**config.mk**
```make
export PLATFORM = sky130hd
export DESIGN_NAME = rmq_front
export DESIGN_NICKNAME = d
export VERILOG_FILES = /design/src/design/rmq_pkg.sv /design/src/design/rmq_front.sv
export SDC_FILE = /design/constraint.sdc
export NUM_CORES = 1
export LEC_CHECK = 0
export ABC_AREA = 1
export BUFFER_PORTS_ARGS = -buffer_cell sky130_fd_sc_hd__buf_2
export CAP_MARGIN = 10
export CORE_UTILIZATION = 60
export DETAILED_ROUTE_END_ITERATION = 12
export PLACE_DENSITY = 0.84
export REMOVE_ABC_BUFFERS = 1
export SLEW_MARGIN = 20
export SYNTH_ARGS = -nofsm -noshare
export SYNTH_HDL_FRONTEND = slang
export SYNTH_SLANG_ARGS = --single-unit
```
**constraint.sdc**
```tcl
create_clock -name clk -period 1.1 [get_ports clk]
set_clock_uncertainty 0.15 [all_clocks]
set_input_delay 0.11 -clock clk [delete_from_list [all_inputs] [get_ports clk]]
set_output_delay 0.11 -clock clk [all_outputs]
set_load 0.01 [all_outputs]
```
**src/design/rmq_pkg.sv**
```systemverilog
// ----------------------------------------------------------------------------
// rmq_pkg
// Shared types and constants for the rotation matrix to quaternion pipeline.
// ----------------------------------------------------------------------------
package rmq_pkg;

    localparam int FRAC_BITS = 14;
    localparam int RAD_W     = 19;                  // radicand, signed
    localparam int SQ_IN_W   = RAD_W - 1 + FRAC_BITS - 2;
    localparam int SQ_RES_W  = (SQ_IN_W + 1) / 2 + 1;
    localparam int SQ_STEPS  = (SQ_IN_W + 1) / 2;
    localparam int NUM_W     = 17;                  // sum or difference of two elements
    localparam int MAG_W     = NUM_W - 1;
    localparam int DIV_NUM_W = MAG_W + FRAC_BITS + 1;
    localparam int DEN_W     = SQ_RES_W + 3;        // 4*big, with room for the +1 rounding
    localparam int Q_W       = DIV_NUM_W;

    localparam logic [1:0] BR_TRACE = 2'd0;
    localparam logic [1:0] BR_X     = 2'd1;
    localparam logic [1:0] BR_Y     = 2'd2;
    localparam logic [1:0] BR_Z     = 2'd3;

    typedef struct packed {
        logic [1:0]                 br;
        logic                       degen;
        logic signed [NUM_W-1:0]    n0;
        logic signed [NUM_W-1:0]    n1;
        logic signed [NUM_W-1:0]    n2;
    } side_t;

endpackage

```
**src/design/rmq_front.sv**
```systemverilog
// ----------------------------------------------------------------------------
// rmq_front
// Branch choice, radicand and numerator formation, registered.
// ----------------------------------------------------------------------------
module rmq_front
    import rmq_pkg::*;
(
    input  logic                     clk,
    input  logic                     rst_n,
    input  logic                     en,
    input  logic                     vin,
    input  logic signed [15:0]       m [9],
    output logic                     vout,
    output logic [SQ_IN_W-1:0]       sq_in,
    output side_t                    side
);

    logic signed [RAD_W-1:0] tr, rad, one;
    logic signed [RAD_W-1:0] e [9];
    side_t                   s_next, side_reg;
    logic [SQ_IN_W-1:0]      sq_next, sq_reg;
    logic                    v_reg;

    always_comb
    begin
        for (int i = 0; i < 9; i++)
            e[i] = RAD_W'(m[i]);
        one = RAD_W'(1) <<< FRAC_BITS;
        tr  = e[0] + e[4] + e[8];
        if (tr > 0)
        begin
            s_next.br = BR_TRACE;
            rad = tr + one;
            s_next.n0 = NUM_W'(e[7] - e[5]);
            s_next.n1 = NUM_W'(e[2] - e[6]);
            s_next.n2 = NUM_W'(e[3] - e[1]);
        end
        else if (e[0] > e[4] && e[0] > e[8])
        begin
            s_next.br = BR_X;
            rad = one + e[0] - e[4] - e[8];
            s_next.n0 = NUM_W'(e[7] - e[5]);
            s_next.n1 = NUM_W'(e[1] + e[3]);
            s_next.n2 = NUM_W'(e[2] + e[6]);
        end
        else if (e[4] > e[8])
        begin
            s_next.br = BR_Y;
            rad = one + e[4] - e[0] - e[8];
            s_next.n0 = NUM_W'(e[2] - e[6]);
            s_next.n1 = NUM_W'(e[1] + e[3]);
            s_next.n2 = NUM_W'(e[5] + e[7]);
        end
        else
        begin
            s_next.br = BR_Z;
            rad = one + e[8] - e[0] - e[4];
            s_next.n0 = NUM_W'(e[3] - e[1]);
            s_next.n1 = NUM_W'(e[2] + e[6]);
            s_next.n2 = NUM_W'(e[5] + e[7]);
        end
        s_next.degen = !(rad > 0);
        sq_next = s_next.degen ? '0
                  : SQ_IN_W'({rad[RAD_W-2:0], {(FRAC_BITS-2){1'b0}}});
    end

    always_ff @(posedge clk or negedge rst_n)
    begin
        if (!rst_n)
            v_reg <= 1'b0;
        else if (en)
            v_reg <= vin;
    end

    always_ff @(posedge clk)
    begin
        if (en)
        begin
            side_reg <= s_next;
            sq_reg   <= sq_next;
        end
    end

    assign vout  = v_reg;
    assign sq_in = sq_reg;
    assign side  = side_reg;

endmodule

```
==> run_results.csv, run 1 <==
group,metric,value,unit
status,status,"stopped before the end",
status,haltStage,"global routing",
status,error_line,"[ERROR GRT-0116] Global routing finished with congestion. Check the congestion regions in the DRC Viewer.",
floorplan,initial_core_util,61.0,%
placed_design,hpwl,53900,µm
synth,synthTopCellsByCount,"nand2_1, inv_1, ha_1",
global_route,grt_max_degree,40,
placed_design,postPlaceCellArea,21900,µm²
synth,syn-cell-area,15800,µm²
floorplan,io-pin-count,233,
synth,synth_cell_types,56,
placed_design,place_inst,3323,
synth,synthMostInstantiatedCell,"nand2_1",
floorplan,dieHeight,164,µm
synth,ys_ff_latch,73,
placed_design,place_congestion,1.13,
synth,ys_warn_count,0,
global_route,grt-ovfl-total,201,
clocking,clock-root-buffer,"clkbuf_16",
synth,netlist.area_leader.share,23.2,%
synth,synth_area_leaders,"ha_1, edfxtp_1, nand2_1",
floorplan,dieWidth,164,µm
placed_design,place_ws,-3750,ps
synth,synthArstFlopShare,1.37,%
clocking,clk_path_buf_depth,2,
synth,synth_seq_area_share,13.8,%
synth,synth_edf_count,72,
synth,netlist_instances,2183,
synth,avgSynthCellArea,7.26,µm²
floorplan,num_rows,59,
global_route,grt_pass1_wl,175000,µm
clocking,cts_made_buffers,9,
global_route,grt_use_total,86.1,%
global_route,grt_pass1_vias,27304,
clocking,htree_levels,3,
synth,synth_top_flop_cell,"edfxtp_1",
placed_design,io_buffers,220,
synth,yosysTopAreaCell,"ha_1",
clocking,cts_sinks,73,
==> metrics by stage <==
stage          hold WS [ps]  TNS, ps  util [%]
3_5_place_dp           -259  -255870      84.4
3_3_place_gp           -261  -233760      84.4
2_1_floorplan          -336  -245010         -
4_1_cts                3.80  -226960      89.2
==> repair_timing <==
item | CTS
endpoints found under the hold margin | 4
setup endpoints to repair | 145
setup buffers | 45
hold buffers | 4
gates cloned | 5
pin swaps | 30
resized for setup | 124
==> kinds of logic after synthesis <==
family / count (synthesis) / share of synthesized area, %
AND/OR/NAND/NOR: 822 / 22.2
buffers and inverters: 417 / 10.6
AO/OA/AOI/OAI: 381 / 13.8
adder cells (fa/ha/maj): 372 / 33.1
XOR/XNOR: 114 / 6.30
flip-flops: 73 / 13.8
multiplexers: 3 / 0.197
other: 1 / 0.0237
==> per-layer routing <==
layer  track usage, %  GRT overflow
met3             77.5            12
met1             86.1            22
met2             95.7           112
met5             54.2             1
met4             86.1            54
==> run 2, diff against run 1 <==
CORE_UTILIZATION = 40   (was 60)
PLACE_DENSITY = default   (was 0.84)
PLACE_DENSITY_LB_ADDON = 0.15   (was default)
==> run 2 against run 1 <==
Compared with the run above: the flow now finishes, with violations (negative setup slack); area after synthesis is the same; synthesized cell count stayed put.
==> run_results.csv, run 2 <==
group,metric,value,unit
sta,setup_slack,-3120,ps
status,status,"complete, but fails checks",
routing,drtPass1Iterations,5,
global_route,grt_pass1_wl,95400,µm
synth,ys_warn_count,0,
floorplan,dieHeight,201,µm
global_route,grt_pass1_vias,17518,
global_route,grt_max_degree,29,
finish,final_core_util,62.8,%
placed_design,hpwl,52800,µm
floorplan,num_rows,72,
global_route,grt_use_total,30.3,%
finish,fillCellCount,3555,
critical_path,crit_cells,29,
sta,min_period_over_period,384,%
synth,avgSynthCellArea,7.26,µm²
synth,synth_seq_area_share,13.8,%
critical_path,r2r_end,"vout$_DFFE_PN0P_",
critical_path,cp.arrival,4170,ps
synth,syn-cell-area,15800,µm²
critical_path,critPathLaunchType,"primary input",
synth,netlist_instances,2183,
routing,drt_wl_total,62300,µm
floorplan,io-pin-count,233,
synth,synthMostInstantiatedCell,"nand2_1",
finish,final_common_cell,"buf_4",
synth,synth_area_leaders,"ha_1, edfxtp_1, nand2_1",
floorplan,initial_core_util,40.8,%
synth,synthArstFlopShare,1.37,%
synth,synth_cell_types,56,
finish,drive_gt1_share,36.8,%
critical_path,crit_path_start,"m[130]",
critical_path,path_common_cell,"buf_4",
sta,slew_viol_final,0,
critical_path,crit_fanout,8,
clocking,clk_path_buf_depth,2,
finish,diodes,0,
critical_path,reg2reg_from,"vout$_DFFE_PN0P_",
clocking,clk_pin_slew,60,ps
synth,synthTopCellsByCount,"nand2_1, inv_1, ha_1",
critical_path,max_stage_delay,610,ps
synth,ys_ff_latch,73,
pwr,powerDensity,1410,nW/µm²
critical_path,path_buf_inv,9,
sta,fin_crit,4220,ps
synth,synth_top_flop_cell,"edfxtp_1",
global_route,antenna_found_initial,0,
critical_path,critPathTopFamily,"simple AND/OR/NAND/NOR gates",
routing,drc_errors,0,
finish,final_nets,3629,
clocking,tritoncts,"built",
critical_path,crit_path_end_kind,"register",
critical_path,reg2reg_slack,210,ps
floorplan,die-area,40400,µm²
critical_path,worstPathRequired,1050,ps
synth,yosysTopAreaCell,"ha_1",
critical_path,critical_path_class,"primary input to register",
clocking,clock-root-buffer,"clkbuf_16",
sta,rsz0062_at_grt,"yes",
status,violations,"negative setup slack",
sta,worstMarginPinSlew,573,ps
routing,drtIter0Drc,1266,
clocking,htree_levels,3,
critical_path,cp-endpoint,"sq_in[12]$_SDFFCE_PP0P_",
floorplan,dieWidth,201,µm
synth,netlist.area_leader.share,23.2,%
finish,layout_common_cells,"buf_4, nand2_1, inv_1",
pwr,vdd_drop_max,0.904,mV
floorplan,core_area,38800,µm²
routing,vias,17727,
placed_design,io_buffers,220,
routing,vias_per_cell,4.88,
finish,area_delta_synth_final,53.8,%
sta,slew_headroom,61.3,%
synth,synth_edf_count,72,
routing,ant_nets,0,
placed_design,place_congestion,0.985,
sta,setup_viol,141,
min_path,hold_path_depth,2,
pwr,finalPower,0.0342,W
min_path,hold_class,"primary input to register",
critical_path,rr_worst_depth,1,
sta,hold_violations,0,
finish,largest_reg_flops,54,
run,cap_violations,0,
clocking,cts_made_buffers,9,
clocking,clock_latency,340,ps
routing,wl_per_cell,17.2,µm
global_route,grt-ovfl-total,0,
pwr,p_leak,13.3,nW
critical_path,cp_slowest_cell,"fa_2",
sta,fmax,237,MHz
clocking,cts_sinks,73,
run 2: kinds of logic after synthesis:
kind of cell / count (synthesis) / synth area share [%]
AOI/OAI and AO/OA: 381 / 13.8
muxes: 3 / 0.197
adders and majority gates: 372 / 33.1
other: 1 / 0.0237
xor gates and xnor gates: 114 / 6.30
DFF: 73 / 13.8
and+or+nand+nor: 822 / 22.2
buffers and inverters: 417 / 10.6
run 2: cell type report:
cell class | instances | area [µm²] | area share (%)
tap | 518 | 648 | 2.66
multi-input combinational | 1708 | 12800 | 52.3
clock buffer | 10 | 229 | 0.940
timing repair buffer | 963 | 7110 | 29.2
sequential | 73 | 2190 | 8.98
inverter | 354 | 1340 | 5.51
clock inverter | 6 | 92.6 | 0.380
run 2: per-stage QoR:
stage / TNS (ps) / hold WS [ps] / setup WS (ps) / std cells / instance area (µm²)
6_report: -216280 / 40.1 / -3120 / 3632 / 24400
5_1_grt: -228890 / 52.1 / -3330 / 3632 / 24400
3_5_place_dp: -249620 / -262 / -3680 / 3560 / 22600
4_1_cts: -209700 / 39.6 / -2980 / 3613 / 23700
2_1_floorplan: -245010 / -336 / -4180 / 2131 / 15500
3_3_place_gp: -243570 / -263 / -3560 / 3560 / 22600
run 2: metal layers:
metal  vias to the layer above  wire length [µm]  track usage [%]
met3                        73              4570             3.93
li1                       8886                 -                -
met4                         0              1710             8.26
met2                       565             26100             46.0
met1                      8203             29900             44.6
met5                         -                 0                0
run 2: worst min-delay path by stage:
| stage | from | to | slack (ps) |
|---|---|---|---|
| 2_1_floorplan | rst_n | vout$_DFFE_PN0P_ | -340 |
| 3_3_place_gp | rst_n | vout$_DFFE_PN0P_ | -260 |
| 3_5_place_dp | rst_n | vout$_DFFE_PN0P_ | -260 |
| 4_1_cts | en | vout$_DFFE_PN0P_ | 40 |
| 5_1_grt | en | vout$_DFFE_PN0P_ | 50 |
| 6_report | en | vout$_DFFE_PN0P_ | 40 |
run 2: report_power, final:
| group | switching (W) | total (W) | internal (W) |
|---|---|---|---|
| Sequential | 0.000395 | 0.00467 | 0.00428 |
| Combinational | 0.0139 | 0.0263 | 0.0124 |
| Clock | 0.00126 | 0.00326 | 0.00200 |
| Total | 0.0156 | 0.0342 | 0.0187 |
run 2: repair_timing:
item | in CTS | in global routing
endpoints found under the hold margin | 2 | 0
pin swaps | 31 | 54
resized for setup | 118 | 114
buffers inserted | 30 | 18
cloned | 7 | 4
setup endpoints to repair | 143 | 145
hold buffers | 3 | 0
Power figures use the tool's default switching activity.
