## config.mk

```make
export PLATFORM = sky130hd
export DESIGN_NAME = rmq_div
export DESIGN_NICKNAME = d
export VERILOG_FILES = /design/src/design/rmq_pkg.sv /design/src/design/rmq_div.sv
export SDC_FILE = /design/constraint.sdc
export NUM_CORES = 2
export LEC_CHECK = 0
export ABC_AREA = 0
export BUFFER_PORTS_ARGS = -buffer_cell sky130_fd_sc_hd__clkbuf_2
export CORE_MARGIN = 10
export CORE_UTILIZATION = 35
export DETAILED_ROUTE_END_ITERATION = 10
export PLACE_DENSITY_LB_ADDON = 0.3
export SYNTH_ARGS = -nofsm -noshare
export SYNTH_HDL_FRONTEND = slang
export SYNTH_SLANG_ARGS = --single-unit
```

## constraint.sdc

```tcl
create_clock -name clk -period 10.7 [get_ports clk]
set_input_delay 0.535 -clock clk [delete_from_list [all_inputs] [get_ports clk]]
set_output_delay 0.535 -clock clk [all_outputs]
set_load 0.01 [all_outputs]
```

## src/design/rmq_pkg.sv

```systemverilog
// ----------------------------------------------------------------------------
// rmq_pkg
// Shared types and constants for the rotation matrix to quaternion pipeline.
// ----------------------------------------------------------------------------
package rmq_pkg;

    localparam int FRAC_BITS = 14;
    localparam int RAD_W     = 19;                  // radicand, signed
    localparam int SQ_IN_W   = RAD_W - 1 + FRAC_BITS - 2;
    localparam int SQ_RES_W  = (SQ_IN_W + 1) / 2 + 1;
    localparam int SQ_STEPS  = (SQ_IN_W + 1) / 2;
    localparam int NUM_W     = 17;                  // sum or difference of two elements
    localparam int MAG_W     = NUM_W - 1;
    localparam int DIV_NUM_W = MAG_W + FRAC_BITS + 1;
    localparam int DEN_W     = SQ_RES_W + 3;        // 4*big, with room for the +1 rounding
    localparam int Q_W       = DIV_NUM_W;

    localparam logic [1:0] BR_TRACE = 2'd0;
    localparam logic [1:0] BR_X     = 2'd1;
    localparam logic [1:0] BR_Y     = 2'd2;
    localparam logic [1:0] BR_Z     = 2'd3;

    typedef struct packed {
        logic [1:0]                 br;
        logic                       degen;
        logic signed [NUM_W-1:0]    n0;
        logic signed [NUM_W-1:0]    n1;
        logic signed [NUM_W-1:0]    n2;
    } side_t;

endpackage

```

## src/design/rmq_div.sv

```systemverilog
// ----------------------------------------------------------------------------
// rmq_div
// Pipelined restoring divider: rounded (mag << FRAC_BITS) / den, capped at one, signed.
// ----------------------------------------------------------------------------
module rmq_div
    import rmq_pkg::*;
(
    input  logic                     clk,
    input  logic                     rst_n,
    input  logic                     en,
    input  logic                     vin,
    input  logic signed [NUM_W-1:0]  num,
    input  logic [DEN_W-1:0]         den,
    output logic                     vout,
    output logic signed [15:0]       q
);

    localparam int NW = DIV_NUM_W + DEN_W;

    logic [NW-1:0]     n_reg  [DIV_NUM_W+1];
    logic [DEN_W-1:0]  d_reg  [DIV_NUM_W+1];
    logic [DIV_NUM_W-1:0] q_reg [DIV_NUM_W+1];
    logic              s_reg  [DIV_NUM_W+1];
    logic              v_reg  [DIV_NUM_W+1];
    logic [NW-1:0]     n_next [DIV_NUM_W];
    logic [DIV_NUM_W-1:0] q_next [DIV_NUM_W];
    logic [MAG_W:0]    mag;
    logic signed [15:0] qo_reg;
    logic              vo_reg;
    logic signed [DIV_NUM_W+1:0] qs, one;

    always_comb
    begin
        mag = num[NUM_W-1] ? (MAG_W+1)'(-num) : (MAG_W+1)'(num);
        n_reg[0] = NW'({mag, {FRAC_BITS{1'b0}}}) + NW'(den >> 1);
        d_reg[0] = den;
        q_reg[0] = '0;
        s_reg[0] = num[NUM_W-1];
        v_reg[0] = vin;
    end

    for (genvar k = 0; k < DIV_NUM_W; k++)
    begin : g_step
        localparam int SH = DIV_NUM_W - 1 - k;
        always_comb
        begin
            n_next[k] = n_reg[k];
            q_next[k] = q_reg[k];
            if ((n_reg[k] >> SH) >= NW'(d_reg[k]))
            begin
                n_next[k] = n_reg[k] - (NW'(d_reg[k]) << SH);
                q_next[k][SH] = 1'b1;
            end
        end
        always_ff @(posedge clk or negedge rst_n)
        begin
            if (!rst_n)
                v_reg[k+1] <= 1'b0;
            else if (en)
                v_reg[k+1] <= v_reg[k];
        end
        always_ff @(posedge clk)
        begin
            if (en)
            begin
                n_reg[k+1] <= n_next[k];
                q_reg[k+1] <= q_next[k];
                d_reg[k+1] <= d_reg[k];
                s_reg[k+1] <= s_reg[k];
            end
        end
    end

    always_comb
    begin
        one = (DIV_NUM_W+2)'(1) <<< FRAC_BITS;
        qs  = (DIV_NUM_W+2)'(q_reg[DIV_NUM_W]);
        if (qs > one)
            qs = one;
        if (s_reg[DIV_NUM_W])
            qs = -qs;
    end

    always_ff @(posedge clk or negedge rst_n)
    begin
        if (!rst_n)
            vo_reg <= 1'b0;
        else if (en)
            vo_reg <= v_reg[DIV_NUM_W];
    end

    always_ff @(posedge clk)
    begin
        if (en)
            qo_reg <= qs[15:0];
    end

    assign vout = vo_reg;
    assign q    = qo_reg;

endmodule

```

After elaboration in Yosys (flattened, before gate mapping)
Cells that the tools add are included.
{"block": "totals", "ramBits": 0, "output_inout_bits": 17, "register_bits": 2645, "rom_bits": 0, "word_cells": 284, "n_memories": 0, "latch_bits": 0}
{"block": "classes", "shift": 0, "magnitude_cmp": 32, "n_bitwise": 0, "n_mul": 0, "muxes": 34, "n_addsub": 33, "n_reduce_logical": 0, "eq_ne": 0, "div_mod_pow": 0}
{"cell": "50-bit 2-to-1 mux", "n": 30}
{"cell": "50-bit by 19-bit greater-or-equal comparator with 1-bit output", "n": 1}
{"cell": "32-bit by 49-bit subtractor with 50-bit output", "n": 1}
{"cell": "50-bit by 20-bit subtractor with 50-bit output", "n": 1}
{"cell": "50-bit by 21-bit subtractor with 50-bit output", "n": 1}
{"cell": "50-bit by 22-bit subtractor with 50-bit output", "n": 1}
{"cell": "50-bit by 23-bit subtractor with 50-bit output", "n": 1}
{"cell": "50-bit by 24-bit subtractor with 50-bit output", "n": 1}
{"cell": "50-bit by 25-bit subtractor with 50-bit output", "n": 1}
{"cell": "50-bit by 26-bit subtractor with 50-bit output", "n": 1}
{"cell": "50-bit by 27-bit subtractor with 50-bit output", "n": 1}
{"cell": "50-bit by 28-bit subtractor with 50-bit output", "n": 1}
{"cell": "50-bit by 29-bit subtractor with 50-bit output", "n": 1}
{"cell": "50-bit by 30-bit subtractor with 50-bit output", "n": 1}
{"cell": "50-bit by 31-bit subtractor with 50-bit output", "n": 1}
{"cell": "50-bit by 32-bit subtractor with 50-bit output", "n": 1}
{"cell": "50-bit by 33-bit subtractor with 50-bit output", "n": 1}
{"cell": "50-bit by 34-bit subtractor with 50-bit output", "n": 1}
{"cell": "50-bit by 35-bit subtractor with 50-bit output", "n": 1}
{"cell": "50-bit by 36-bit subtractor with 50-bit output", "n": 1}
{"cell": "50-bit by 37-bit subtractor with 50-bit output", "n": 1}
{"cell": "50-bit by 38-bit subtractor with 50-bit output", "n": 1}
{"cell": "50-bit by 39-bit subtractor with 50-bit output", "n": 1}
{"cell": "50-bit by 40-bit subtractor with 50-bit output", "n": 1}
{"cell": "45 further kinds", "n": 46}

Depth between registers and ports, before layout
{"block": "depth", "word_depth": 5, "depth_mapped": 19}

Worst setup path after synthesis
OpenSTA, ideal clock, no wires.
{"block": "synth_path", "path_type": "register -> register", "from": "register q_reg[2] (netlist bit)", "to": "register qo_reg[10] (netlist: q[10]) (data pin)", "slack_ns": 6.735, "t_arrival_ns": 3.699, "required_ns": 10.435, "stages_incl_launch_ff": 14, "n_path_buf": 1, "synth_period_minus_slack_ns": 3.965, "path_cell_list": "edfxtp_1 -> or3_1 -> or3_1 -> or4_1 -> or2_1 -> or4_1 -> a21oi_1 -> clkbuf_1 -> nand2_1 -> ha_1 -> o21ai_1 -> and2_1 -> nor2_1 -> or3_1"}
{"block": "synth_via", "elab_chain_len": 4}
{"element": "start, declared", "line_no": "rmq_div.sv:22", "rtl": "logic [DIV_NUM_W-1:0] q_reg [DIV_NUM_W+1];"}
{"element": "start signal, assigned by index", "line_no": "rmq_div.sv:67", "rtl": "q_reg[k+1] <= q_next[k];"}
{"element": "31-bit by 15-bit > comparator with 1-bit output", "line_no": "rmq_div.sv:78", "rtl": "if (qs > one)"}
{"element": "16-bit 2-to-1 mux (*)", "line_no": "rmq_div.sv:78"}
{"element": "16-bit negator", "line_no": "rmq_div.sv:81", "rtl": "qs = -qs;"}
{"element": "16-bit 2-to-1 mux (*)", "line_no": "rmq_div.sv:80", "rtl": "if (s_reg[DIV_NUM_W])"}
{"element": "net qs[10]", "line_no": "rmq_div.sv:30", "rtl": "logic signed [DIV_NUM_W+1:0] qs, one;"}
{"element": "end signal, assigned", "line_no": "rmq_div.sv:95", "rtl": "qo_reg <= qs[15:0];"}
{"element": "end, declared", "line_no": "rmq_div.sv:28", "rtl": "logic signed [15:0] qo_reg;"}
The timed path passes the listed nets; every way through them passes the cells marked *.
A chain may end at the register's enable or synchronous reset.

==> out/metrics.csv <==
metric,value,unit
status,"complete, no violations",
Gate Count Post-Synth,9413,
"setup slack, reg-to-reg",6.13,ns
# port buffers,56,
Post-Synth Adder-Cell Area,6.847,%
max cap viols,0,
worst reg2reg endpoint,n_reg[692],
I/O pin cnt,57,
Slew Limit Fails,0,
number of flops mapped to enable cells by yosys,2284,
fraction of layout cells with a size suffix above 1,7.204,%
simple-gate share of the synthesized area,11.21,%
Reg2Reg Depth,13,
cell taking the most area after synthesis,edfxtp_1,
worst path cell trace,clkbuf_2 -> nor4_1 -> nand3_1 -> o41ai_1 -> xor2_1 -> nor4_1 -> nand3_1 -> nor3_1 -> a31oi_1 -> ha_1 -> nand2b_1 -> a21oi_1 -> nor2_1 -> mux2i_1,
drt pass-1 iters,6,
Final setup viols,0,
fin area,129300,µm²
number of core rows,210,
RSZ-0062 raised after global routing,false,
Mapped Area,114700,µm²
mux share of post-synthesis cell area,1.077,%
Total GRT Usage,14.36,%
clk_lat worst skew,0.90,ns
CP Data Arrival Time,5.22,ns
placer congestion estimate,0.8940,
Worst Tran Pin Value,1.265,ns
Worst Path Required,11.32,ns
worst hold path type,in -> reg,
Congestion Overflow GR,0,
vias per cell,5.080,
post-CTS sizing,0,
final hold violation count,0,
"slowest stage delay, CP",0.95,ns
part of the Yosys area used for sequential elements,60.50,%
post-synthesis register bit count,2316,
initial antenna violation count,6,
clk sinks,2316,
Syn Nets,10062,
Post-DP Area,120300,µm²
WP depth,14,
CTS root buf,clkbuf_16,
count of cell types in the netlist,99,
CTS Buffer Depth,4,
via count,72188,
largest family of logic cells by synthesized area,simple AND/OR/NAND/NOR gates,
Top Family by Delay on Critical Path,simple AND/OR/NAND/NOR gates,
crit path kind,in -> reg,
most frequent cells in the layout,"2284 x edfxtp_1, 794 x inv_1, 722 x nand2_1, 583 x nor2_1, 578 x ha_1",
peak supply drop,124.8,µV
vias in the first global route,70496,
PwrDens,246.9,nW/µm²
clock-pin slew of the registers on the worst-case setup and hold paths,0.06,ns
Core Region,326900,µm²
element type at the critical path start,primary input,
HPWL after detailed placement,191200,µm
Critical Path Slowest Stage Cell,nor4_1,
crit share post-route,43.05,%
CTS Hold Bufs,21,
Die H,592.4,µm
Yosys warning total,0,
CP endpoint kind,register,
WP buf/inv,1,
hold path start,num[15],
minimum clock period,4.606,ns
CTS tree,built,
Worst Skew,0.09801,ns
CTS H-tree lvls,5,
Synth Area in XOR/XNOR,6.705,%
cts bufs inserted,270,
Hold Path Stages,4,
achievable frequency,0.2171,GHz
Leak Pwr,48.14,nW
first-pass GRT wire length,406200,µm
post-synth top area share,59.80,%
worst r2r src,n_reg[700],
worst rel slew slack,15.02,%
routed wire length per instance,18.36,µm
Hold Path End,n_reg[1529],
Area contributors post-synth,"edfxtp_1 60%, ha_1 6.3%, xor2_1 3.4%, xnor2_1 3.3%, inv_1 2.6%",
Worst Path Max Fanout,11,
final wirelength,260900,µm
Setup TNS Final,0,ns
Die ar.,351000,µm²
initial core utilization,35.09,%
Post-synth top flop,edfxtp_1,
"Setup Fix Bufs, Post-CTS",0,
"most common cell after layout, fill and taps aside",edfxtp_1,
drt drc,0,
DR iter-0 viols,6131,
Synth Area in Compound Gates,10.46,%
Largest register FFs,1486,
ANT nets after route,0,
Avg Inst Size Synth,12.18,µm²
largest net degree at the start of global routing,173,
async set-reset flop share out of synthesis,1.382,%
Die X,592.4,µm
Synth-to-Final Area Change,12.76,%
nets@finish,10292,
how the worst max path moves through the flow:
stage,to,slack (ns),startpoint
2_1_floorplan,q[10],6.74,q_reg[2]
3_3_place_gp,n_reg[1530],4.84,num[4]
6_report,n_reg[1530],6.09,num[4]
3_5_place_dp,n_reg[1530],5.18,num[4]
4_1_cts,n_reg[1530],6.15,num[4]
5_1_grt,n_reg[692],5.66,n_reg[700]
metrics by stage:
step	utilization [%]	total power, W	hold slack (ns)	std cells	setup WS [ns]
after floorplan	-	0.02007	0.2394	9413	6.735
after global placement	36.81	0.02270	0.4003	13696	4.836
after detailed placement	36.81	0.02287	0.4045	13696	5.184
after CTS	39.56	0.03221	0.1425	14202	6.154
after global routing	39.56	0.03385	0.2078	14208	5.657
final	39.56	0.03193	0.2248	14211	6.094
power by group:
group	leakage (nW)	total [W]	switching [W]	internal, W
Combinational	21.5	0.00929	0.00541	0.00389
Sequential	22.4	0.0135	0.00126	0.0123
Clock	4.26	0.00910	0.00378	0.00533
Total	48.1	0.0319	0.0104	0.0215
cell families (layout without fill, tap and decap cells):
family | Yosys count | count (layout)
compound gates | 1938 | 1938
xor+xnor | 878 | 878
fa+ha+maj | 609 | 609
buf+inv | 972 | 1415
flops | 2316 | 2316
mux | 111 | 111
other cells | 2 | 11
simple gates | 2587 | 2587
metal layers:
metal	share of wire [%]	global-route usage [%]
met5	0.0050	0
met4	3.0	4.418
met3	3.9	1.735
met2	49	24.69
met1	45	18.95
worst min-delay path: cells and delay by family:
family | cells | cell delay (ns)
xor+xnor | 2 | 0.32
buf+inv | 2 | 0.16
cell usage after synthesis, drive strengths merged (66+ instances only):
master	number
nand3	164
nand2b	117
nand2	722
nor3	225
a21oi	527
xnor2	435
a21o	239
nor2	587
o21a	98
o31ai	78
nor2b	83
nand4	100
edfxtp	2284
or3	113
mux2	99
clkbuf	145
inv	798
xor2	443
ha	578
or4	66
nor4	174
o21ai	585
cell type report:
class | instances | area, µm²
clock buffer | 329 | 7073
multi-input combinational | 6125 | 41720
tap | 4346 | 5438
timing repair buffer | 130 | 978.4
clock inverter | 156 | 1705
fill | 30728 | 197500
antenna | 9 | 22.52
sequential | 2316 | 69390
inverter | 800 | 3003
Power figures use the tool's default switching activity.
