--- src/design/rmq_pkg.sv ---
// ----------------------------------------------------------------------------
// rmq_pkg
// Shared types and constants for the rotation matrix to quaternion pipeline.
// ----------------------------------------------------------------------------
package rmq_pkg;

    localparam int FRAC_BITS = 14;
    localparam int RAD_W     = 19;                  // radicand, signed
    localparam int SQ_IN_W   = RAD_W - 1 + FRAC_BITS - 2;
    localparam int SQ_RES_W  = (SQ_IN_W + 1) / 2 + 1;
    localparam int SQ_STEPS  = (SQ_IN_W + 1) / 2;
    localparam int NUM_W     = 17;                  // sum or difference of two elements
    localparam int MAG_W     = NUM_W - 1;
    localparam int DIV_NUM_W = MAG_W + FRAC_BITS + 1;
    localparam int DEN_W     = SQ_RES_W + 3;        // 4*big, with room for the +1 rounding
    localparam int Q_W       = DIV_NUM_W;

    localparam logic [1:0] BR_TRACE = 2'd0;
    localparam logic [1:0] BR_X     = 2'd1;
    localparam logic [1:0] BR_Y     = 2'd2;
    localparam logic [1:0] BR_Z     = 2'd3;

    typedef struct packed {
        logic [1:0]                 br;
        logic                       degen;
        logic signed [NUM_W-1:0]    n0;
        logic signed [NUM_W-1:0]    n1;
        logic signed [NUM_W-1:0]    n2;
    } side_t;

endpackage

--- src/design/rmq_sqrt.sv ---
// ----------------------------------------------------------------------------
// rmq_sqrt
// Pipelined rounded integer square root, one result bit per stage.
// ----------------------------------------------------------------------------
module rmq_sqrt
    import rmq_pkg::*;
(
    input  logic                     clk,
    input  logic                     rst_n,
    input  logic                     en,
    input  logic                     vin,
    input  logic [SQ_IN_W-1:0]       x,
    input  side_t                    side_in,
    output logic                     vout,
    output logic [SQ_RES_W-1:0]      big,
    output side_t                    side_out
);

    localparam int RW = SQ_IN_W + 2;

    logic [RW-1:0]       rem_reg  [SQ_STEPS+1];
    logic [RW-1:0]       res_reg  [SQ_STEPS+1];
    side_t               sd_reg   [SQ_STEPS+1];
    logic                v_reg    [SQ_STEPS+1];
    logic [RW-1:0]       rem_next [SQ_STEPS];
    logic [RW-1:0]       res_next [SQ_STEPS];
    logic [SQ_RES_W-1:0] big_reg;
    side_t               sdo_reg;
    logic                vo_reg;

    always_comb
    begin
        rem_reg[0] = RW'(x);
        res_reg[0] = '0;
        sd_reg[0]  = side_in;
        v_reg[0]   = vin;
    end

    for (genvar k = 0; k < SQ_STEPS; k++)
    begin : g_step
        localparam logic [RW-1:0] BIT = RW'(1) << (2 * (SQ_STEPS - 1 - k));
        always_comb
        begin
            if (rem_reg[k] >= res_reg[k] + BIT)
            begin
                rem_next[k] = rem_reg[k] - (res_reg[k] + BIT);
                res_next[k] = (res_reg[k] >> 1) + BIT;
            end
            else
            begin
                rem_next[k] = rem_reg[k];
                res_next[k] = res_reg[k] >> 1;
            end
        end
        always_ff @(posedge clk or negedge rst_n)
        begin
            if (!rst_n)
                v_reg[k+1] <= 1'b0;
            else if (en)
                v_reg[k+1] <= v_reg[k];
        end
        always_ff @(posedge clk)
        begin
            if (en)
            begin
                rem_reg[k+1] <= rem_next[k];
                res_reg[k+1] <= res_next[k];
                sd_reg[k+1]  <= sd_reg[k];
            end
        end
    end

    always_ff @(posedge clk or negedge rst_n)
    begin
        if (!rst_n)
            vo_reg <= 1'b0;
        else if (en)
            vo_reg <= v_reg[SQ_STEPS];
    end

    always_ff @(posedge clk)
    begin
        if (en)
        begin
            big_reg <= SQ_RES_W'(res_reg[SQ_STEPS])
                       + SQ_RES_W'(rem_reg[SQ_STEPS] > res_reg[SQ_STEPS]);
            sdo_reg <= sd_reg[SQ_STEPS];
        end
    end

    assign vout     = vo_reg;
    assign big      = big_reg;
    assign side_out = sdo_reg;

endmodule

--- config.mk ---
export PLATFORM = sky130hd
export DESIGN_NAME = rmq_sqrt
export DESIGN_NICKNAME = d
export VERILOG_FILES = /design/src/design/rmq_pkg.sv /design/src/design/rmq_sqrt.sv
export SDC_FILE = /design/constraint.sdc
export NUM_CORES = 1
export LEC_CHECK = 0
export ABC_CLOCK_PERIOD_IN_PS = 7500
export BUFFER_PORTS_ARGS = -buffer_cell sky130_fd_sc_hd__clkbuf_2
export CAP_MARGIN = 20
export CORE_MARGIN = 2
export CORE_UTILIZATION = 55
export DETAILED_ROUTE_END_ITERATION = 16
export PLACE_DENSITY = 0.72
export SYNTH_ARGS = -nofsm -noshare
export SYNTH_HDL_FRONTEND = slang
export SYNTH_SLANG_ARGS = --single-unit
--- constraint.sdc ---
create_clock -name clk -period 7.5 [get_ports clk]
set_input_delay 0.375 -clock clk [delete_from_list [all_inputs] [get_ports clk]]
set_output_delay 0.375 -clock clk [all_outputs]
set_load 0.01 [all_outputs]
Yosys cells after proc, flatten, opt, wreduce, memory -nomap -nowiden
Index checks and enable logic that the tools add are counted.
{"block": "totals", "ff_bits": 1855, "input_bits": 88, "output_inout_bits": 71, "elab_cells": 232}
{"block": "op_classes", "add_sub_neg": 44, "order_cmp": 16, "muxes": 30}
{"op": "$ge A32 B32 Y1", "n": 14}
{"op": "$mux W32", "n": 14}
{"op": "$sub A32 B32 Y32", "n": 14}
{"op": "$mux W31", "n": 14}
{"op": "$add A31 B1 Y32 const B", "n": 1}
{"op": "$add A31 B11 Y32 const B", "n": 1}
{"op": "$add A31 B13 Y32 const B", "n": 1}
{"op": "$add A31 B15 Y32 const B", "n": 1}
{"op": "$add A31 B17 Y32 const B", "n": 1}
{"op": "$add A31 B19 Y32 const B", "n": 1}
{"op": "$add A31 B21 Y32 const B", "n": 1}
{"op": "$add A31 B23 Y32 const B", "n": 1}
{"op": "$add A31 B25 Y32 const B", "n": 1}
{"op": "$add A31 B27 Y32 const B", "n": 1}
{"op": "$add A31 B3 Y32 const B", "n": 1}
{"op": "$add A31 B5 Y32 const B", "n": 1}
{"op": "$add A31 B7 Y32 const B", "n": 1}
{"op": "$add A31 B9 Y32 const B", "n": 1}
{"op": "$add A32 B1 Y32 const B", "n": 1}
{"op": "$add A32 B11 Y32 const B", "n": 1}
{"op": "$add A32 B13 Y32 const B", "n": 1}
{"op": "$add A32 B15 Y32 const B", "n": 1}
{"op": "$add A32 B17 Y32 const B", "n": 1}
{"op": "$add A32 B19 Y32 const B", "n": 1}
{"op": "14 further kinds", "n": 14}

Logic depth before layout (Yosys ltp)
Gate-level depths: netlist (run 1).
{"block": "depth", "depth_word": 3, "depth_mapped": 17, "ltp_nobuf": 17}

Least setup slack after synthesis (run 1)
OpenSTA, ideal clock, no wires.
{"block": "synth_path", "path_kind": "register to register", "startpoint": "register rem_reg[214] in the netlist's numbering", "endpoint": "register rem_reg[174] in the netlist's numbering (data pin)", "setup_time_ns": 0.260, "t_arrival_ns": 2.773, "required_time_ns": 7.240, "path_slack_ns": 4.467, "stages_incl_launch_ff": 9, "n_path_buf": 2, "period_less_slack_ns": 3.033, "cell_sequence": "edfxtp_1 or3_4 or4_4 or4_4 nor3_2 or4b_1 buf_2 buf_6 mux2_4"}
{"item": "start: declaration", "line": "rmq_sqrt.sv:21", "text": "logic [RW-1:0] rem_reg [SQ_STEPS+1];"}
{"item": "start signal: indexed assignment", "line": "rmq_sqrt.sv:66", "text": "rem_reg[k+1] <= rem_next[k];"}

==> results of run 1 <==
==> stage by stage <==
step | setup WS, ns | total power (µW) | hold slack, ns | util
after floorplan | 4.47 | 11400 | 0.0794 | -
after global placement | 3.76 | 11900 | 0.302 | 0.580
after detailed placement | 3.97 | 12000 | 0.313 | 0.580
after CTS | 3.95 | 19100 | 0.0227 | 0.634
after global routing | 3.62 | 19600 | 0.0879 | 0.635
final | 3.94 | 18800 | 0.0962 | 0.635
==> Yosys cell counts (11+ instances only) <==
library cell	n
or3_1	41
edfxtp_1	1479
o211ai_1	15
nor3b_1	12
a21o_1	42
o21ai_0	111
nand3_1	43
nand4_1	28
nand2_1	146
nor4b_1	26
nand2b_1	23
inv_1	186
xnor2_1	117
mux2_2	33
ha_1	150
clkbuf_1	22
nor4_1	62
xor2_1	104
o31ai_1	18
nor2_1	133
and3_1	11
or4_1	19
a21oi_1	100
nor2b_1	25
or2_2	17
nor3_1	78
o21a_1	33
a211oi_1	13
dfrtp_1	16
==> power groups by stage <==
stage / clock, µW / combinational (µW) / sequential [µW]
after floorplan: 0 / 971 / 10400
after global placement: 0 / 1400 / 10500
after detailed placement: 0 / 1430 / 10500
after CTS: 7230 / 1470 / 10400
after global routing: 7550 / 1640 / 10400
final: 7000 / 1460 / 10400
==> layer usage <==
| metal | GRT usage | share of wire |
|---|---|---|
| met3 | 0.0338 | 0.038 |
| met4 | 0.0845 | 0.045 |
| met1 | 0.181 | 0.40 |
| met2 | 0.276 | 0.51 |
| met5 | 0 | 0 |
==> cells in the final DEF (no fill, tap or decap), drive strengths merged, types with 87 or more instances in the layout <==
cell and instances:
nor2 133, a21oi 100, edfxtp 1479, nand2 146, clkbuf 340, xor2 104
dlygate4sd3 87, o21ai 114, xnor2 117, ha 150, inv 191
==> critical path: cells and delay by family (launching register included) <==
family,cells,cell delay (ns)
simple gates,3,0.75
fa+ha+maj,1,0.42
compound gates,3,1.56
flops,1,0.41
xor+xnor,1,0.12
==> worst min-delay path by stage <==
stage | start | endpoint | cells after the start
finish | rst_n | v_reg[13] | 2
global route | rst_n | vout | 2
CTS | rst_n | v_reg[14] | 2
detailed placement | rst_n | vout | 1
global placement | rst_n | vout | 1
floorplan | rst_n | v_reg[0] | 0
==> timing repair <==
item	4_1_cts	5_1_grt
endpoints found under the hold margin	102	0
resized for setup	0	0
hold buffers	87	0
==> logic make-up (layout without fill, tap and decap cells) <==
group / count (synthesis) / in the layout / share of synthesized area
multiplexers: 44 / 44 / 0.00864
AO/OA/AOI/OAI: 407 / 407 / 0.0462
flip-flops: 1495 / 1495 / 0.796
AND/OR/NAND/NOR: 701 / 701 / 0.0661
other: 1 / 1 / 0.0000666
adder cells (fa/ha/maj): 150 / 150 / 0.0333
buffers and inverters: 225 / 717 / 0.0154
XOR/XNOR: 221 / 221 / 0.0344
==> area by class of cell <==
| cell class | instances | area [µm²] |
|---|---|---|
| Sequential cell | 1495 | 44800 |
| Fill cell | 7144 | 37100 |
| Multi-Input combinational cell | 1524 | 10600 |
| Clock buffer | 183 | 3980 |
| Timing Repair Buffer | 264 | 1920 |
| Tap cell | 1368 | 1710 |
| Inverter | 186 | 698 |
| Clock inverter | 84 | 693 |
==> out/qor.txt, run 1 <==
Row count = 117
Wirelength per Cell = 16.0 µm
Status = finished clean
Clock transition at path regs = 0.06 ns
Vias/cell = 5.20
Clock Skew = 0.0243 ns
Vias post-DR = 26,566
Syn Std Cell Area = 56,300 µm²
Final Wtd Congestion = 0.875
Crit path from = rem_reg[106]
Final instance area = 64,500 µm²
Final setup vio count = 0
Yosys top cell by area = edfxtp_1
Sw Pwr = 4090 µW
Number of max-cap violations = 0
Top_reg_cell synth = edfxtp_1
CTS Buf Count = 150
Setup slack, reg-to-reg = 3.94 ns
Synth unique cells = 79
Sequential power share = 0.550
Die X = 324 µm
Unrepaired setup endpoints after global routing = false
FFs w/ async S/R, synth = 0.0107
Fraction of layout cells with a size suffix above 1 = 0.119
Area after DPL = 58,900 µm²
ANT cells = 0
Root Driver = clkbuf_16
Initial Util = 0.554
GR Overflow Total = 0
Seq/Total Area, Yosys = 0.796
Switching Fraction = 0.217
Final critical-path share of the clock period = 0.475
GRT Util Overall = 0.157
Detail Route Antenna Nets = 0
Reg2reg path depth = 8
Core Area = 102,000 µm²
Clock buffer depth = 3
Top-area cell type share of the netlist area = 0.789
First drt pass iteration count = 6
Setup TNS = 0 ns
Cell count after synthesis = 3,244
Worst setup endpoint = rem_reg[89]
Final cell count without fillers = 5,104
# IOs = 159
CP max stage cell = a2111oi_0
Worst Setup End Kind = flip-flop
Final Max Tran Viols = 0
CP Class = reg -> reg
Worst path required time = 7.95 ns
Clock power frac = 0.372
Largest net degree at the start of global routing = 205
Max VDD drop = 220 µV
# H-tree levels = 4
Detail Placement HPWL = 50,600 µm
Worst Path Max Fanout = 6
# nets final = 3,859
Combinational fraction of design power = 0.078
PortBufs = 158
Syn nets = 3,482
Die Ht = 324 µm
Register bit total from synthesis = 1,495
Worst stage delay on the critical path = 1.08 ns
Area delta synth->final = 14.5%
Worst rel slew slack = 0.186
First-pass GRT wire length = 131,000 µm
Yosys warns = 0
DRC Markers = 0
Placed cell count = 4,749
Startpoint Class = flip-flop
Top cells by area, synth = edfxtp_1 79%, ha_1 3.3%, xnor2_1 1.8%, xor2_1 1.6%, inv_1 1.2%
EDFF count, synth = 1,479
Vias in the first global route = 26,617
Die ar. = 105,000 µm²
TritonCTS clock tree = done
Pwr/cell area = 292 nW/µm²
Fmax = 281 MHz
Clk sinks = 1,495
Post CTS Setup Buffer Count = 0
DRT iter0 DRCs = 1,588
Final wirelength = 81,600 µm
Hold Path Class = in -> async
FF-to-FF End = rem_reg[89]
Crit path arrival time = 4.01 ns
Lkg Pwr = 0.0233 µW
Clk_lat worst skew = 0.74 ns
Initial antenna violation count = 1
Actual slew at the worst max-slew pin = 1.19 ns
Reg2Reg Launch Point = rem_reg[106]
Final min period = 3.56 ns
Syn avg cell area = 17.4 µm²
Largest register FFs = 810
Final Hold Viols = 0
Worst-path cell chain = ha_1, nand4_1, nor3_1, a21boi_0, o41ai_1, a2111oi_0, nor4b_1, xor2_1
P_int = 14,700 µW
Power figures use the tool's default switching activity.
==> inputs of run 2 (changes only) <==
Settings changed: ABC_CLOCK_PERIOD_IN_PS 7500 to 2950, PLACE_DENSITY 0.72 to 0.74.
Clock period 7.5 ns to 2.95 ns, I/O delays scaled along.
==> out/qor.txt, run 2 (synthesis results as in run 1) <==
Status = finished, violations left (was finished clean)
Violated checks = setup timing
Final Hold Viols = 0 (unchanged)
Lkg Pwr = 0.0244 µW (was 0.0233 µW)
Switching Fraction = 0.218 (was 0.217)
Vias in the first global route = 28,077 (was 26,617)
GR Overflow Total = 0 (unchanged)
Critical path's most frequent cell = or4_4
Pwr/cell area = 733 nW/µm² (was 292 nW/µm²)
First-pass GRT wire length = 138,000 µm (was 131,000 µm)
Crit path max-delay family = simple AND/OR/NAND/NOR gates (was compound AO/OA/AOI/OAI gates)
Worst rel slew slack = 0.553 (was 0.186)
Setup WS pre-CTS = -0.169 ns (was 3.97 ns)
Met2 wire length = 45,500 µm (was 42,000 µm)
Max VDD drop = 617 µV (was 220 µV)
Actual slew at the worst max-slew pin = 0.669 ns (was 1.19 ns)
Final min period = 2.99 ns (was 3.56 ns)
Initial Util = 0.554 (unchanged)
Row count = 117 (unchanged)
Area after DPL = 60,400 µm² (was 58,900 µm²)
Worst Path Max Fanout = 8 (was 6)
Area delta synth->final = 18.0% (was 14.5%)
Crit path arrival time = 3.46 ns (was 4.01 ns)
Top Metal Used = met4 (unchanged)
Final wirelength = 85,900 µm (was 81,600 µm)
Die X = 324 µm (unchanged)
Worst Setup End Kind = flip-flop (unchanged)
Largest register FFs = 810 (unchanged)
Vias/cell = 5.18 (was 5.20)
Die ar. = 105,000 µm² (unchanged)
Sw Pwr = 10,600 µW (was 4090 µW)
Clk sinks = 1,495 (unchanged)
Root Driver = clkbuf_16 (unchanged)
# IOs = 159 (unchanged)
CP Buf/Inv Count = 1 (was 0)
# nets final = 4,045 (was 3,859)
Clock buffer depth = 3 (unchanged)
PortBufs = 158 (unchanged)
Number of max-cap violations = 0 (unchanged)
Met3 routed WL = 2920 µm (was 3130 µm)
WHS Path Cells = 2
Worst Slack Setup Final = -0.0413 ns (was 3.94 ns)
Startpoint Class = flip-flop (unchanged)
Detail Placement HPWL = 54,400 µm (was 50,600 µm)
Vias post-DR = 27,394 (was 26,566)
Final setup vio count = 3 (was 0)
Reg2reg path depth = 7 (was 8)
P_int = 38,100 µW (was 14,700 µW)
Sequential power share = 0.540 (was 0.550)
CP max stage cell = or4b_4 (was a2111oi_0)
FF-to-FF End = rem_reg[174] (was rem_reg[89])
# H-tree levels = 4 (unchanged)
Detail Route Antenna Nets = 0 (unchanged)
Final Wtd Congestion = 0.849 (was 0.875)
TritonCTS clock tree = done (unchanged)
Clock Skew = 0.0195 ns (was 0.0243 ns)
Wirelength per Cell = 16.2 µm (was 16.0 µm)
Combinational fraction of design power = 0.086 (was 0.078)
Initial antenna violation count = 0 (was 1)
CTS Buf Count = 149 (was 150)
Fraction of layout cells with a size suffix above 1 = 0.173 (was 0.119)
Clock transition at path regs = 0.06 ns (about the same)
Hold Path Class = in -> reg (was in -> async)
ANT cells = 0 (unchanged)
GRT Util Overall = 0.166 (was 0.157)
Worst path required time = 3.42 ns (was 7.95 ns)
Fmax = 334 MHz (was 281 MHz)
Worst-path cell chain = or3_4, or4_4, or4_4, nor3_4, or4b_4, buf_6, mux2_4 (was ha_1, nand4_1, nor3_1, a21boi_0, o41ai_1, a2111oi_0, nor4b_1, xor2_1)
Worst stage delay on the critical path = 0.50 ns (was 1.08 ns)
Hold_sp = side_in[53]
Die Ht = 324 µm (unchanged)
Hold endpoint = sd_reg[809]
FF+latch area = 44,800 µm² (unchanged)
Multi-input gate area = 10,900 µm² (was 10,600 µm²)
M1 WL = 34,200 µm (was 32,800 µm)
Final Max Tran Viols = 0 (unchanged)
Reg2Reg Launch Point = rem_reg[215] (was rem_reg[106])
Clk_lat worst skew = 0.73 ns (was 0.74 ns)
DRC Markers = 0 (unchanged)
Largest net degree at the start of global routing = 112 (was 205)
Unrepaired setup endpoints after global routing = true (was false)
First drt pass iteration count = 5 (was 6)
CP Class = reg -> reg (unchanged)
Commonest non-fill, non-tap cell in the layout = edfxtp_1 (unchanged)
Commonest cells after routing, fill and taps aside = 1,479 x edfxtp_1, 184 x inv_1, 179 x buf_4, 157 x clkbuf_2, 155 x clkbuf_16 (was 1,479 x edfxtp_1, 186 x inv_1, 157 x clkbuf_2, 155 x clkbuf_16, 150 x ha_1)
DRT iter0 DRCs = 1,671 (was 1,588)
Fillers = 6,974 (was 7,144)
Final instance area = 66,400 µm² (was 64,500 µm²)
Clock power frac = 0.374 (was 0.372)
Core Area = 102,000 µm² (unchanged)
Final critical-path share of the clock period = 1.01 (was 0.475)
Setup slack, reg-to-reg = -0.04 ns (was 3.94 ns)
run 2: cell types whose count changed in the layout (fill, tap and decap cells not counted), moves of 6 or more:
cell | before | now
a21oi_1 | 100 | 94
a21oi_2 | 0 | 6
buf_12 | 7 | 22
buf_4 | 11 | 179
o21ai_0 | 111 | 105
clkbuf_1 | 28 | 22
run 2: cell type report:
type / instances / area share
clock inverter: 82 / 0.0115
clock buffer: 182 / 0.0607
timing repair buffer: 451 / 0.0528
sequential: 1495 / 0.675
inverter: 186 / 0.0105
tap: 1368 / 0.0258
multi-input combinational: 1524 / 0.164
run 2: worst reg2reg max path: stages, from the launching register on:
cell      delay [ns]
edfxtp_1        0.39
or3_4           0.40
or4_4           0.42
or4_4           0.45
nor3_4          0.14
or4b_4          0.50
buf_6           0.16
mux2_4          0.29
run 2: repair_timing:
item / CTS / global route
resized for setup: 13 / 44
buffers inserted: 2 / 7
pin swaps: 4 / 15
hold endpoints to repair: 145 / 0
hold buffers: 90 / 0
setup endpoints to repair: 28 / 125
run 2: layer usage:
| metal | track usage | vias to the layer above |
|---|---|---|
| met1 | 0.185 | 13126 |
| met4 | 0.0771 | 0 |
| met5 | 0 | - |
| met3 | 0.0347 | 208 |
| met2 | 0.305 | 468 |
| li1 | - | 13592 |
run 2: how the worst max path moves through the flow:
stage / startpoint / end / slack, ns / cells past startpoint
global placement: res_reg[1] / big[14] / -0.12 / 17
global route: rem_reg[215] / rem_reg[174] / -0.14 / 7
CTS: rem_reg[215] / rem_reg[188] / -0.04 / 8
detailed placement: rem_reg[1] / big[14] / -0.17 / 16
finish: rem_reg[215] / rem_reg[174] / -0.04 / 7
floorplan: rem_reg[214] / rem_reg[174] / -0.06 / 8
run 2: power by group through the flow:
stage	logic, µW	clock network, µW	registers [µW]
floorplan	2470	0	26400
global placement	3910	0	26600
detailed placement	4010	0	26700
CTS	4140	18800	26300
global route	4670	19600	26500
finish	4180	18200	26300
run 2: metrics by stage:
stage          TNS (ns)  utilization  hold WS (ns)  std cells  total power [µW]
2_1_floorplan   -0.0629            -        -0.148       3244             28900
3_3_place_gp     -0.334        0.594        0.0781       4925             30600
3_5_place_dp     -0.958        0.594        0.0770       4925             30700
4_1_cts          -0.168        0.651        0.0565       5281             49200
5_1_grt           -1.80        0.654        0.0761       5288             50700
6_report        -0.0828        0.654         0.128       5288             48700
==> inputs of run 3 (changes only) <==
Settings changed: CORE_UTILIZATION 55 to 56, PLACE_DENSITY 0.74 to 0.76, SKIP_CTS_REPAIR_TIMING from default to 1.
==> out/qor.txt, run 3 (synthesis results as in run 1) <==
Die X = 321 µm (was 324 µm)
Worst rel slew slack = 0.534 (was 0.553)
Root Driver = clkbuf_16 (unchanged)
Final Max Tran Viols = 0 (unchanged)
Final setup vio count = 10 (was 3)
Pwr/cell area = 736 nW/µm² (was 733 nW/µm²)
Core Area = 99,900 µm² (was 102,000 µm²)
Area delta synth->final = 17.6% (was 18.0%)
# IOs = 159 (unchanged)
Final instance area = 66,200 µm² (was 66,400 µm²)
Crit path from = rem_reg[215] (unchanged)
Clock buffer depth = 3 (unchanged)
Max VDD drop = 638 µV (was 617 µV)
Row count = 116 (was 117)
First-pass GRT wire length = 133,000 µm (was 138,000 µm)
Critical path's most frequent cell = or4_4 (unchanged)
Top Metal Used = met4 (unchanged)
Commonest cells after routing, fill and taps aside = 1,479 x edfxtp_1, 184 x inv_1, 157 x clkbuf_2, 155 x clkbuf_16, 148 x buf_4 (was 1,479 x edfxtp_1, 184 x inv_1, 179 x buf_4, 157 x clkbuf_2, 155 x clkbuf_16)
Reg2Reg Launch Point = rem_reg[215] (unchanged)
Startpoint Class = flip-flop (unchanged)
Clock transition at path regs = 0.06 ns (about the same)
# H-tree levels = 4 (unchanged)
Vias/cell = 5.31 (was 5.18)
Clock Skew = 0.0192 ns (was 0.0195 ns)
Die ar. = 103,000 µm² (was 105,000 µm²)
TritonCTS clock tree = done (unchanged)
Area after DPL = 60,100 µm² (was 60,400 µm²)
CP max stage cell = or4b_4 (unchanged)
Worst Setup End Kind = flip-flop (unchanged)
Initial Util = 0.564 (was 0.554)
Initial antenna violation count = 0 (unchanged)
Setup slack, reg-to-reg = -0.07 ns (was -0.04 ns)
Final wirelength = 86,400 µm (was 85,900 µm)
DRT iter0 DRCs = 1,838 (was 1,671)
Die Ht = 321 µm (was 324 µm)
Largest register FFs = 810 (unchanged)
Final hold slack = 0.114 ns (was 0.128 ns)
Hold Path Class = in -> reg (unchanged)
Worst path required time = 3.44 ns (was 3.42 ns)
Hold endpoint = rem_reg[467] (was sd_reg[809])
Largest net degree at the start of global routing = 114 (was 112)
Met3 routed WL = 3200 µm (was 2920 µm)
M1 WL = 33,400 µm (was 34,200 µm)
Worst Slack Setup Final = -0.0732 ns (was -0.0413 ns)
WHS Path Cells = 2 (unchanged)
Detail Placement HPWL = 54,300 µm (was 54,400 µm)
Unrepaired setup endpoints after global routing = true (unchanged)
ANT cells = 0 (unchanged)
Reg2reg path depth = 7 (unchanged)
Final critical-path share of the clock period = 1.02 (was 1.01)
Detail Route Antenna Nets = 0 (unchanged)
First drt pass iteration count = 6 (was 5)
Final Wtd Congestion = 0.887 (was 0.849)
CP Class = reg -> reg (unchanged)
Vias in the first global route = 26,980 (was 28,077)
Final Hold Viols = 0 (unchanged)
Worst-path cell chain = or3_4, or4_4, or4_4, nor3_4, or4b_4, buf_12, mux2_4 (was or3_4, or4_4, or4_4, nor3_4, or4b_4, buf_6, mux2_4)
Lkg Pwr = 0.0243 µW (was 0.0244 µW)
Status = finished, violations left (unchanged)
Vias post-DR = 27,587 (was 27,394)
Met2 wire length = 46,300 µm (was 45,500 µm)
DRC Markers = 0 (unchanged)
Wirelength per Cell = 16.6 µm (was 16.2 µm)
FF-to-FF End = rem_reg[174] (unchanged)
Number of max-cap violations = 0 (unchanged)
PortBufs = 158 (unchanged)
Crit path arrival time = 3.51 ns (was 3.46 ns)
# nets final = 4,017 (was 4,045)
Actual slew at the worst max-slew pin = 0.690 ns (was 0.669 ns)
Hold_sp = x[19] (was side_in[53])
Commonest non-fill, non-tap cell in the layout = edfxtp_1 (unchanged)
GR Overflow Total = 0 (unchanged)
Clk sinks = 1,495 (unchanged)
GRT Util Overall = 0.163 (was 0.166)
Violated checks = setup timing (unchanged)
Final min period = 3.02 ns (was 2.99 ns)
Clk_lat worst skew = 0.74 ns (was 0.73 ns)
Fraction of layout cells with a size suffix above 1 = 0.170 (was 0.173)
Worst Path Max Fanout = 8 (unchanged)
CTS Buf Count = 148 (was 149)
Worst stage delay on the critical path = 0.53 ns (was 0.50 ns)
Fmax = 331 MHz (was 334 MHz)
-- run 3: cell types whose count changed in the layout (fill, tap and decap cells not counted), moves of 5 or more --
cell      change
clkbuf_8      -5
clkinv_1      -7
nor2_1        -6
clkbuf_1      +9
buf_4        -31
-- run 3: report_power, final --
part	internal [µW]	switching [µW]	total, µW
clock network	10800	7550	18300
registers	25500	896	26300
logic	1840	2220	4060
-- run 3: layer usage --
metal	track usage	up-vias
met1	0.182	13247
met5	0	-
met4	0.0803	0
met2	0.295	582
li1	-	13528
met3	0.0343	230
-- run 3: worst max-delay path by stage --
| stage | to |
|---|---|
| detailed placement | big[14] |
| CTS | big[14] |
| global route | rem_reg[174] |
| floorplan | rem_reg[174] |
| global placement | big[14] |
| finish | rem_reg[174] |
-- run 3: critical path: cells and delay by family, from the launching register on --
family	cells	cell delay, ns
and+or+nand+nor	5	1.93
buffers and inverters	1	0.17
muxes	1	0.28
DFF	1	0.38
-- run 3: metrics by stage --
stage	utilization	total power, µW	TNS [ns]	worst slack (ns)	std cells
2_1_floorplan	-	28900	-0.0629	-0.0629	3244
3_3_place_gp	0.602	30400	-0.415	-0.119	4828
3_5_place_dp	0.602	30600	-1.69	-0.236	4828
4_1_cts	0.650	49100	-1.84	-0.235	5092
5_1_grt	0.663	50700	-2.22	-0.146	5191
6_report	0.663	48800	-0.331	-0.0732	5191
-- run 3: final cells by class --
class / count / area (µm²)
Clock buffer: 185 / 3970
Clock inverter: 79 / 816
Fill cell: 6620 / 33600
Inverter: 186 / 698
Multi-Input combinational cell: 1524 / 11000
Sequential cell: 1495 / 44800
Tap cell: 1298 / 1620
Timing Repair Buffer: 424 / 3350
